File: config.mk
export PLATFORM = sky130hd
export DESIGN_NAME = sacl_ctrl
export DESIGN_NICKNAME = d
export VERILOG_FILES = /design/src/rtl/sacl_pkg.sv /design/src/rtl/sacl_ctrl.sv
export SDC_FILE = /design/constraint.sdc
export NUM_CORES = 1
export LEC_CHECK = 0
export BUFFER_PORTS_ARGS = -buffer_cell sky130_fd_sc_hd__buf_2
export CAP_MARGIN = 10
export CORE_AREA = 2 2 39 41
export DETAILED_ROUTE_END_ITERATION = 16
export DIE_AREA = 0 0 41 43
export MAX_ROUTING_LAYER = met4
export REMOVE_ABC_BUFFERS = 1
export SETUP_SLACK_MARGIN = 0.1
export SLEW_MARGIN = 20
export SYNTH_ARGS = -nofsm -noshare
export SYNTH_HDL_FRONTEND = slang
export SYNTH_SLANG_ARGS = --single-unit
File: constraint.sdc
create_clock -name i_clk -period 2.3 [get_ports i_clk]
set_input_delay 0.23 -clock i_clk [delete_from_list [all_inputs] [get_ports i_clk]]
set_output_delay 0.23 -clock i_clk [all_outputs]
set_load 0.03 [all_outputs]
File: src/rtl/sacl_pkg.sv
// Package for the set-associative LRU tag store: sizes, types and codes.
// No dependencies; used by every module in the rtl folder.
`default_nettype none
package sacl_pkg;
    localparam int MAX_SET_INDEX_BITS = 8;
    localparam int MAX_WAYS = 8;
    localparam int NUM_SETS = 1 << MAX_SET_INDEX_BITS;
    localparam int WAY_W = $clog2(MAX_WAYS);
    localparam int RANK_W = WAY_W;
    localparam int TAG_W = 63;
    localparam int ADDR_W = 64;
    localparam int CNT_W = 32;

    typedef logic [MAX_SET_INDEX_BITS-1:0] t_set;
    typedef logic [TAG_W-1:0]              t_tag;
    typedef logic [RANK_W-1:0]             t_rank;

    typedef enum logic [1:0] {
        KIND_IFETCH = 2'd0,
        KIND_LOAD   = 2'd1,
        KIND_STORE  = 2'd2,
        KIND_MODIFY = 2'd3
    } t_kind;

    localparam logic [1:0] REG_SET_BITS = 2'd0;
    localparam logic [1:0] REG_OFF_BITS = 2'd1;
    localparam logic [1:0] REG_WAYS     = 2'd2;

    typedef enum logic [2:0] {
        ST_IDLE,
        ST_READ,
        ST_UPDATE,
        ST_OUT
    } t_state;

    // controller -> datapath
    typedef struct packed {
        logic load;     // capture the request, start set read
        logic clr_acc;  // clear per-request flags
        logic update;   // compare and write back the set
        logic reread;   // read the set again for the second access
        logic finish;   // bump eviction counter, load output register
    } t_cmd;
endpackage
`default_nettype wire

File: src/rtl/sacl_ctrl.sv
// Controller for the LRU tag store: sequences read, update and result.
// Depends on sacl_pkg.
`default_nettype none
module sacl_ctrl (
    input  wire logic          i_clk,
    input  wire logic          i_rst_n,
    input  wire logic          i_req_valid,
    input  wire logic [1:0]    i_kind,
    input  wire logic          i_out_busy,
    input  wire logic          i_clr_busy,
    output sacl_pkg::t_cmd     o_cmd,
    output logic               o_req_ready
);
    import sacl_pkg::*;

    t_state r_state, n_state;
    logic   r_second, n_second;
    logic   r_modify, n_modify;

    // next state
    always_comb begin
        n_state  = r_state;
        n_second = r_second;
        n_modify = r_modify;
        unique case (r_state)
            ST_IDLE: begin
                if (i_req_valid && !i_clr_busy) begin
                    n_second = 1'b0;
                    n_modify = (i_kind == KIND_MODIFY);
                    n_state  = (i_kind == KIND_IFETCH) ? ST_OUT : ST_READ;
                end
            end
            ST_READ: n_state = ST_UPDATE;
            ST_UPDATE: begin
                if (r_modify && !r_second) begin
                    n_second = 1'b1;
                    n_state  = ST_READ;
                end else begin
                    n_state = ST_OUT;
                end
            end
            ST_OUT: if (!i_out_busy) n_state = ST_IDLE;
            default: n_state = ST_IDLE;
        endcase
    end

    // outputs
    always_comb begin
        o_cmd       = '0;
        o_req_ready = (r_state == ST_IDLE) && !i_clr_busy;
        unique case (r_state)
            ST_IDLE: begin
                o_cmd.load    = i_req_valid && !i_clr_busy;
                o_cmd.clr_acc = i_req_valid && !i_clr_busy;
            end
            ST_READ:   o_cmd = '0;
            ST_UPDATE: begin
                o_cmd.update = 1'b1;
                o_cmd.reread = r_modify && !r_second;
            end
            ST_OUT:    o_cmd.finish = !i_out_busy;
            default:   o_cmd = '0;
        endcase
    end

    always_ff @(posedge i_clk) begin
        if (!i_rst_n) begin
            r_state  <= ST_IDLE;
            r_second <= 1'b0;
            r_modify <= 1'b0;
        end else begin
            r_state  <= n_state;
            r_second <= n_second;
            r_modify <= n_modify;
        end
    end

    a_update_follows_read: assert property (@(posedge i_clk) disable iff (!i_rst_n)
        (r_state == ST_UPDATE) |-> $past(r_state == ST_READ))
        else $error("update without a set read");
    a_ready_idle_only: assert property (@(posedge i_clk) disable iff (!i_rst_n)
        o_req_ready |-> !r_second || r_state == ST_IDLE)
        else $error("ready outside idle");
    a_finish_in_out: assert property (@(posedge i_clk) disable iff (!i_rst_n)
        o_cmd.finish |-> r_state == ST_OUT)
        else $error("finish outside result state");
endmodule
`default_nettype wire

# Word-level counts from Yosys, hierarchy flattened
# Index checks and enable logic that the tools add are counted.
# word_totals
in_bits	7
ff_bits	5
wordCells	33
# classes
mux	11
n_eq_ne	7
n_reduce_logical	12
# op_table
cell	n
3-bit one-hot mux with 4 select lines	1
2-bit 2-to-1 mux	4
3-bit by 2-bit == test with 1-bit output, second input constant	2
3-bit 2-to-1 mux	2
2-bit inequality test, second input constant	2
2-bit AND reduction	2
3-bit by 1-bit == test with 1-bit output, second input constant	1
1-bit logical AND	3
1-bit zero test	3
3-bit zero test	1
1-bit 2-to-1 mux	3
3-bit AND reduction	1
2-bit == test, second input constant	1
2-bit zero test	1
2-bit by 1-bit inequality test with 1-bit output, second input constant	1
1-bit one-hot mux with 2 select lines	1
2-bit nonzero test	1

# Longest topological paths before layout
# Gate-level depths: netlist (run 1).
# logic_depth
depth_word	4
depth_mapped	4
depth_no_buf	4

# Worst setup path after synthesis (run 1)
# No wires, ideal clock.
# synth_path
kind	flip-flop to output port
startpoint	register r_state[1]
endpoint	output o_cmd[4] in the netlist's numbering
arrival_time_ps	1192
stages_incl_launch_ff	4
slack_ps	878
cell_sequence	dfxtp_1 -> or4b_4 -> clkinv_2 -> buf_4
# synth_lines
item	line_no	text
start, declared	sacl_ctrl.sv:16	t_state r_state, n_state;
start signal, assigned	sacl_ctrl.sv:72	r_state <= n_state;
end, declared	sacl_ctrl.sv:11	output sacl_pkg::t_cmd o_cmd,

==> impl_metrics.json, run 1 <==
{
  "design_area_um2": 314.1,
  "slew_headroom": 0.8346,
  "rsz0062_at_grt": "false",
  "chipHeight_um": 43,
  "leakage_uw": 0.0001377,
  "die_x_um": 41,
  "initial_utilization": 0.1637,
  "yosys_warnings": 0,
  "cts_buffers": 3,
  "status": "complete, no violations",
  "dpl-instance-area_um2": 291.5,
  "globalplace.congestion": 0.6582,
  "cp.required_ns": 2.07,
  "finClkSkew_ns": 0.001812,
  "layout.nets": 47,
  "fin_setup_tns_ns": 0,
  "synth_area_um2": 226.5,
  "ys_ff_latch": 4,
  "grt.total_usage": 0.08033,
  "grt_pass1_wl_um": 841,
  "post_drt_wl_per_cell_um": 9.556,
  "area_growth_pct": 38.67,
  "synth_edf_count": 0,
  "hold_violations": 0,
  "cp-start-kind": "flop",
  "critPathBufInv": 2,
  "ys_top_cells_by_area": "dfxtp_1, nor4b_1, buf_4",
  "clkLatencyLatePin_ns": 0.23,
  "grt_pass1_vias": 232,
  "final-max-slew-violation-count": 0,
  "ir_drop_mv": 0.1563,
  "cts_resized": 0,
  "syn_area_per_cell_um2": 9.059,
  "viasPerCell": 4.148,
  "drc_errors": 0,
  "finalCritPeriodShare": 0.7138,
  "wl_um": 516,
  "cts.sink_count": 4,
  "final_layout_size_suffix_gt1_frac": 0.5263,
  "core.rowCount": 14,
  "die-area_um2": 1763,
  "synth_flop_cell": "dfxtp_1",
  "cts_tree": "done",
  "clock_path_buffers": 2,
  "core_area_um2": 1384,
  "drt_iter0_markers": 0,
  "cts_hold_buf": 0,
  "cts_htree_levels": 1,
  "grt_overflow": 0,
  "setup_violations": 0,
  "critPathKind": "flop to output pin",
  "critical_path_arrival_ns": 1.41,
  "synth_top_area_frac": 0.3536,
  "synth_top_cell_by_area": "dfxtp_1",
  "clk_pin_slew_ns": 0.04,
  "io_pins": 13,
  "critPathSlowestCell": "or4b_4",
  "yosysMostFrequentCell": "dfxtp_1",
  "asyncSetResetFlopFracSynth": 0,
  "grt_max_degree": 8,
  "hp-class": "input pin to flop",
  "ys_types": 16,
  "clock-root-buffer": "clkbuf_4",
  "antenna_found_initial": 0,
  "diodes": 0,
  "portBuffers": 12,
  "cap_violations": 0,
  "num_vias": 224,
  "synth_cells": 25,
  "post-cts-setup-buffers": 0,
  "pwr_density_cell_nw_per_um2": 670.4,
  "fmax_mhz": 609.1,
  "first_pass_iters": 1,
  "end_kind": "output pin",
  "worst_slew_pin_slew_ns": 0.2447,
  "synth.yosys.seq_area_share": 0.3536,
  "cpLargestDelayFamily": "simple AND/OR/NAND/NOR gates",
  "slowest_delay_ns": 0.57,
  "crit_fanout": 6,
  "period_needed_ns": 1.642,
  "antenna_left": 0,
  "crit_path_cell_trace": "or4b_4, clkinv_2, buf_2"
}
-- cells in the final DEF, fill, tap and decap left out, types with 2 or more instances in the layout --
cell,Yosys,routed
buf_2,0,12
clkbuf_4,0,3
dfxtp_1,4,4
nor3_1,2,2
nor4b_1,2,2
nor2_1,2,2
nor2b_1,2,2
a21oi_1,2,2
-- report_power, final --
group          switching, uW  total (uW)  internal [uW]
registers               5.36        79.2           73.8
clock network           28.2        86.5           58.3
logic                   26.9        44.8           18.0
total                   60.4         211            150
-- area by class of cell --
class	instances	area (um^2)
clock buffers	3	22.52
fillers	165	1070
inverters	2	8.758
multi-input cells	17	122.6
flip-flops and latches	4	80.08
well taps	16	20.02
repair buffers	12	60.06
-- per-stage QoR --
step / setup slack, ns / std cells / total power (uW) / util / hold WS, ns
6_report: 0.6583 / 54 / 210.5 / 0.2269 / 0.2528
5_1_grt: 0.5840 / 54 / 223.5 / 0.2269 / 0.2608
4_1_cts: 0.6433 / 54 / 216.1 / 0.2269 / 0.2526
3_5_place_dp: 0.8989 / 51 / 126.0 / 0.2107 / 0.4771
3_3_place_gp: 0.9242 / 51 / 125.1 / 0.2107 / 0.4573
2_1_floorplan: 0.9354 / 23 / 109.2 / - / 0.3582
-- flip-flops by register name, indices dropped and copies added (netlist names) --
signal	cells
r_second	1
r_modify	1
r_state	2
-- cells by family (layout without fill, tap and decap cells) --
kind of cell | after synthesis | in the layout | synth area share
AO/OA/AOI/OAI | 3 | 3 | 0.09392
buffers and inverters | 4 | 17 | 0.1049
flip-flops | 4 | 4 | 0.3536
AND/OR/NAND/NOR | 14 | 14 | 0.4475
-- per-layer routing --
metal	share of wire	vias to the layer above	track usage
met5	0	-	-
met4	0.043	0	0.1000
met3	0.093	4	0.03141
met2	0.48	10	0.1094
met1	0.38	96	0.07097
li1	-	114	-
-- final timing paths --
path | from | endpoint | slack (ns) | cells after the start
worst min register to register | r_modify | r_modify | 0.47 | 2
worst max-delay path | r_state[1] | o_cmd[3] | 0.66 | 3
worst max register to register | r_state[1] | r_second | 1.06 | 3
worst min-delay path | i_rst_n | r_second | 0.25 | 2
Power figures use the tool's default switching activity.
==> run 2, diff against run 1 <==
==> constraint.sdc (replaced) <==
create_clock -name i_clk -period 1.7 [get_ports i_clk]
set_input_delay 0.17 -clock i_clk [delete_from_list [all_inputs] [get_ports i_clk]]
set_output_delay 0.17 -clock i_clk [all_outputs]
set_load 0.03 [all_outputs]
==> run 2 against run 1 <==
Hold slack worse by 0.060 ns. Clock skew about the same. Combinational power up 40%. Sequential power up 36%. Power up 36%. Register-to-register slack worse by 0.58 ns.
==> impl_metrics.json, run 2 (synthesis gave the netlist of run 1 again) <==
{
  "post_drt_wl_per_cell_um": 9.519,
  "slew_headroom": 0.8381,
  "clkLatencyLatePin_ns": 0.23,
  "leakage_uw": 0.0001388,
  "chipHeight_um": 43,
  "critPathKind": "flop to output pin",
  "antenna_found_initial": 0,
  "num_vias": 225,
  "finalCritPeriodShare": 0.8972,
  "hp-class": "input pin to flop",
  "core_area_um2": 1384,
  "clock_path_buffers": 2,
  "regMostFlops": "r_state",
  "cap_violations": 0,
  "final_cell_mix": "buf_2, clkbuf_4",
  "viasPerCell": 4.167,
  "period_needed_ns": 1.525,
  "regArea_um2": 82.58,
  "slowest_delay_ns": 0.55,
  "hold_depth": 2,
  "first_pass_iters": 2,
  "io_pins": 13,
  "cp.required_ns": 1.53,
  "drt_iter0_markers": 2,
  "die_x_um": 41,
  "cts_hold_buf": 0,
  "die-area_um2": 1763,
  "core.rowCount": 14,
  "timing.rr.end": "r_modify",
  "worst_slew_pin_slew_ns": 0.2395,
  "setup_violations": 0,
  "mostFrequentLayoutCell": "buf_2",
  "hold_violations": 0,
  "cp-start-kind": "flop",
  "diodes": 0,
  "drc_errors": 0,
  "grt_pass1_wl_um": 828,
  "rr_worst_depth": 4,
  "multi_input_area_um2": 122.6,
  "reg.largest.list": "r_state (2), r_modify (1), r_second (1)",
  "crit_path_cell_trace": "or4b_4, clkinv_2, buf_4",
  "post-cts-setup-buffers": 0,
  "clk_pin_slew_ns": 0.04,
  "critical_path_arrival_ns": 1.36,
  "design_area_um2": 321.6,
  "final-max-slew-violation-count": 0,
  "worstHoldStart": "i_rst_n",
  "pwr_density_cell_nw_per_um2": 893.7,
  "r2r_start": "r_state[1]",
  "end_kind": "output pin",
  "antenna_left": 0,
  "area_growth_pct": 41.99,
  "layout.nets": 47,
  "final_layout_size_suffix_gt1_frac": 0.5789,
  "ir_drop_mv": 0.2023,
  "cts_resized": 0,
  "fmax_mhz": 655.6,
  "rsz0062_at_grt": "false",
  "dpl-instance-area_um2": 291.5,
  "largest_reg_flops": 2,
  "portBuffers": 12,
  "whs_endpoint": "r_state[0]",
  "fin_setup_tns_ns": 0,
  "grt.total_usage": 0.07930,
  "status": "complete, no violations",
  "crit_fanout": 6,
  "globalplace.congestion": 0.6580,
  "cts_buffers": 3,
  "finClkSkew_ns": 0.002228,
  "grt_overflow": 0,
  "grt_pass1_vias": 228,
  "fillers": 160,
  "clock-root-buffer": "clkbuf_4",
  "grt_max_degree": 8,
  "critPathSlowestCell": "or4b_4",
  "regToRegSetupSlack_ns": 0.48,
  "cts_htree_levels": 1,
  "cts_tree": "done",
  "wl_um": 514,
  "initial_utilization": 0.1637,
  "cts.sink_count": 4
}
## run 2: critical path, delay by kind of cell, from the launching register on
family | cells | cell delay, ns
DFF | 1 | 0.33
and+or+nand+nor | 1 | 0.55
buffers and inverters | 2 | 0.23
## run 2: worst max path at each step
| stage | startpoint | to | slack (ns) | cells after the start |
|---|---|---|---|---|
| 2_1_floorplan | r_state[1] | r_modify | 0.34 | 4 |
| 3_3_place_gp | r_state[0] | o_cmd[3] | 0.38 | 3 |
| 3_5_place_dp | r_state[0] | o_cmd[3] | 0.36 | 3 |
| 4_1_cts | r_state[1] | o_cmd[3] | 0.11 | 3 |
| 5_1_grt | r_state[1] | o_cmd[3] | 0.12 | 3 |
| 6_report | r_state[1] | o_cmd[3] | 0.17 | 3 |
## run 2: area by class of cell
| type | count | share of cell area |
|---|---|---|
| tap | 16 | 0.06226 |
| inverter | 2 | 0.02724 |
| multi-input combinational | 17 | 0.3813 |
| clock buffer | 3 | 0.07004 |
| sequential | 4 | 0.2568 |
| timing repair buffer | 12 | 0.2023 |
## run 2: where the power goes
| group | internal [uW] | switching [uW] | leakage, uW |
|---|---|---|---|
| combinational | 26.3 | 36.5 | 0.0000916 |
| clock | 78.9 | 37.8 | 0.0000138 |
| sequential | 101 | 6.97 | 0.0000334 |
| total | 206 | 81.2 | 0.000139 |
## run 2: layer usage
| metal | global-route usage | vias to the layer above | wire [um] |
|---|---|---|---|
| met5 | - | - | 0 |
| met4 | 0.1000 | 0 | 22 |
| met3 | 0.03141 | 4 | 44 |
| met2 | 0.1063 | 10 | 244 |
| met1 | 0.07097 | 97 | 203 |
| li1 | - | 114 | - |
## run 2: metrics by stage
step | hold WS [ns] | std cells | setup WS (ns) | utilization | power, uW
finish | 0.1928 | 54 | 0.1747 | 0.2324 | 287.4
global route | 0.2022 | 54 | 0.1180 | 0.2324 | 305.6
CTS | 0.1921 | 54 | 0.1062 | 0.2269 | 292.4
detailed placement | 0.4354 | 51 | 0.3607 | 0.2107 | 170.4
global placement | 0.4228 | 51 | 0.3843 | 0.2107 | 169.2
floorplan | 0.2982 | 23 | 0.3354 | - | 147.8
==> run 3, diff against run 2 <==
==> constraint.sdc (replaced) <==
create_clock -name i_clk -period 1.25 [get_ports i_clk]
set_input_delay 0.125 -clock i_clk [delete_from_list [all_inputs] [get_ports i_clk]]
set_output_delay 0.125 -clock i_clk [all_outputs]
set_load 0.03 [all_outputs]
==> run 3 against run 2 <==
The flow now finishes with violations (setup timing). Wire length is 35% higher. Die area stayed put. Sequential power is 31% higher. Sequential share of layout area is 9.7 points lower. Power is 67% higher. Hold slack worse by 0.040 ns. Critical path depth stayed put. Utilization is 14 points higher. Critical path type unchanged.
==> impl_metrics.json, run 3 (synthesis gave the netlist of run 1 again) <==
{
  "first_pass_iters": 1,
  "area_growth_pct": 128.2,
  "cts.sink_count": 4,
  "final_layout_size_suffix_gt1_frac": 0.7917,
  "hold_violations": 0,
  "rsz0062_at_grt": "true",
  "clkLatencyLatePin_ns": 0.23,
  "wl_um": 695,
  "fmax_mhz": 709.1,
  "mostFrequentLayoutCell": "buf_6",
  "cts_buffers": 3,
  "reg.largest.list": "r_state (2), r_modify (1), r_second (1)",
  "regMostFlops": "r_state",
  "final_cell_mix": "buf_6, buf_2, buf_4",
  "cts_hold_buf": 0,
  "final-max-slew-violation-count": 0,
  "clock_path_buffers": 2,
  "grt_pass1_wl_um": 1007,
  "status": "finished, violations left",
  "post_drt_wl_per_cell_um": 10.86,
  "portBuffers": 12,
  "viasPerCell": 4.234,
  "core.rowCount": 14,
  "regArea_um2": 82.58,
  "layout.nets": 57,
  "ir_drop_mv": 0.2763,
  "cts_tree": "done",
  "leakage_uw": 0.0002199,
  "cp.required_ns": 1.12,
  "fin_ws_ns": -0.1602,
  "rr_worst_depth": 4,
  "drc_errors": 0,
  "num_vias": 271,
  "worst_slew_pin_slew_ns": 0.3225,
  "diodes": 0,
  "r2r_start": "r_state[0]",
  "grt_max_degree": 7,
  "end_kind": "output pin",
  "setup_violations": 8,
  "crit_fanout": 3,
  "multi_input_area_um2": 175.2,
  "chipHeight_um": 43,
  "pwr_density_cell_nw_per_um2": 929.1,
  "die_x_um": 41,
  "largest_reg_flops": 2,
  "cp-start-kind": "flop",
  "clock-root-buffer": "clkbuf_4",
  "critical_path_arrival_ns": 1.29,
  "worstSetupStartpoint": "r_state[0]",
  "final_util": 0.3734,
  "core_area_um2": 1384,
  "globalplace.congestion": 0.6220,
  "period_needed_ns": 1.410,
  "die-area_um2": 1763,
  "hp-class": "input pin to flop",
  "drt_iter0_markers": 0,
  "finClkSkew_ns": 0.002551,
  "grt_overflow": 0,
  "clk_pin_slew_ns": 0.04,
  "grt_pass1_vias": 262,
  "design_area_um2": 516.7,
  "slew_headroom": 0.7820,
  "antenna_left": 0,
  "io_pins": 13,
  "dpl-instance-area_um2": 306.5,
  "grt.total_usage": 0.09138,
  "dp_hpwl_um": 441.9,
  "regToRegSetupSlack_ns": -0.06,
  "worstHoldStart": "i_kind[1]",
  "cts_htree_levels": 1,
  "cap_violations": 0,
  "antenna_found_initial": 0,
  "initial_utilization": 0.1637,
  "critPathKind": "flop to output pin",
  "finalCritPeriodShare": 1.128,
  "violations": "setup timing",
  "hold_depth": 3,
  "fillers": 145
}
run 3: area by class of cell:
type,count,share of cell area
Tap cell,16,0.03874
Sequential cell,4,0.1598
Multi-Input combinational cell,17,0.3390
Timing Repair Buffer,22,0.3947
Clock buffer,3,0.04358
Inverter,2,0.02421
run 3: what timing repair did:
| action | in CTS | in global routing |
|---|---|---|
| buffers inserted | 3 | 5 |
| setup endpoints to repair | 8 | 9 |
| resized for setup | 17 | 13 |
| cloned | 0 | 0 |
| pin swaps | 3 | 4 |
run 3: critical path: stages (launching register included):
cell and delay (ns):
dfxtp_2 0.32, or4b_4 0.54, clkinv_4 0.08, buf_6 0.12
run 3: through the flow:
step,setup slack [ns],TNS (ns),power (uW),std cells,hold WS (ns)
after floorplan,-0.1146,-0.1146,201.0,23,0.2532
after global placement,0.02938,0,239.0,53,0.3833
after detailed placement,0.01625,0,239.7,53,0.3946
after CTS,-0.1618,-0.4175,436.8,59,0.1403
after global routing,-0.1926,-1.067,508.7,64,0.1559
final,-0.1602,-0.7219,480.1,64,0.1523
run 3: worst paths after layout:
kind                   end
hold reg to reg   r_modify
setup reg to reg  r_second
setup / recovery  o_cmd[4]
hold / removal    r_modify
run 3: where the power goes:
part	total [uW]	internal, uW	switching, uW
Combinational	181	96.7	84.8
Clock	157	107	49.5
Sequential	142	137	4.88
Total	480	341	139
run 3: metal layers:
layer | vias to the layer above | routed length [um] | track usage
met3 | 0 | 42 | 0.03141
met5 | - | 0 | -
li1 | 133 | - | -
met1 | 130 | 277 | 0.08946
met4 | 0 | 0 | 0.06000
met2 | 8 | 376 | 0.1438
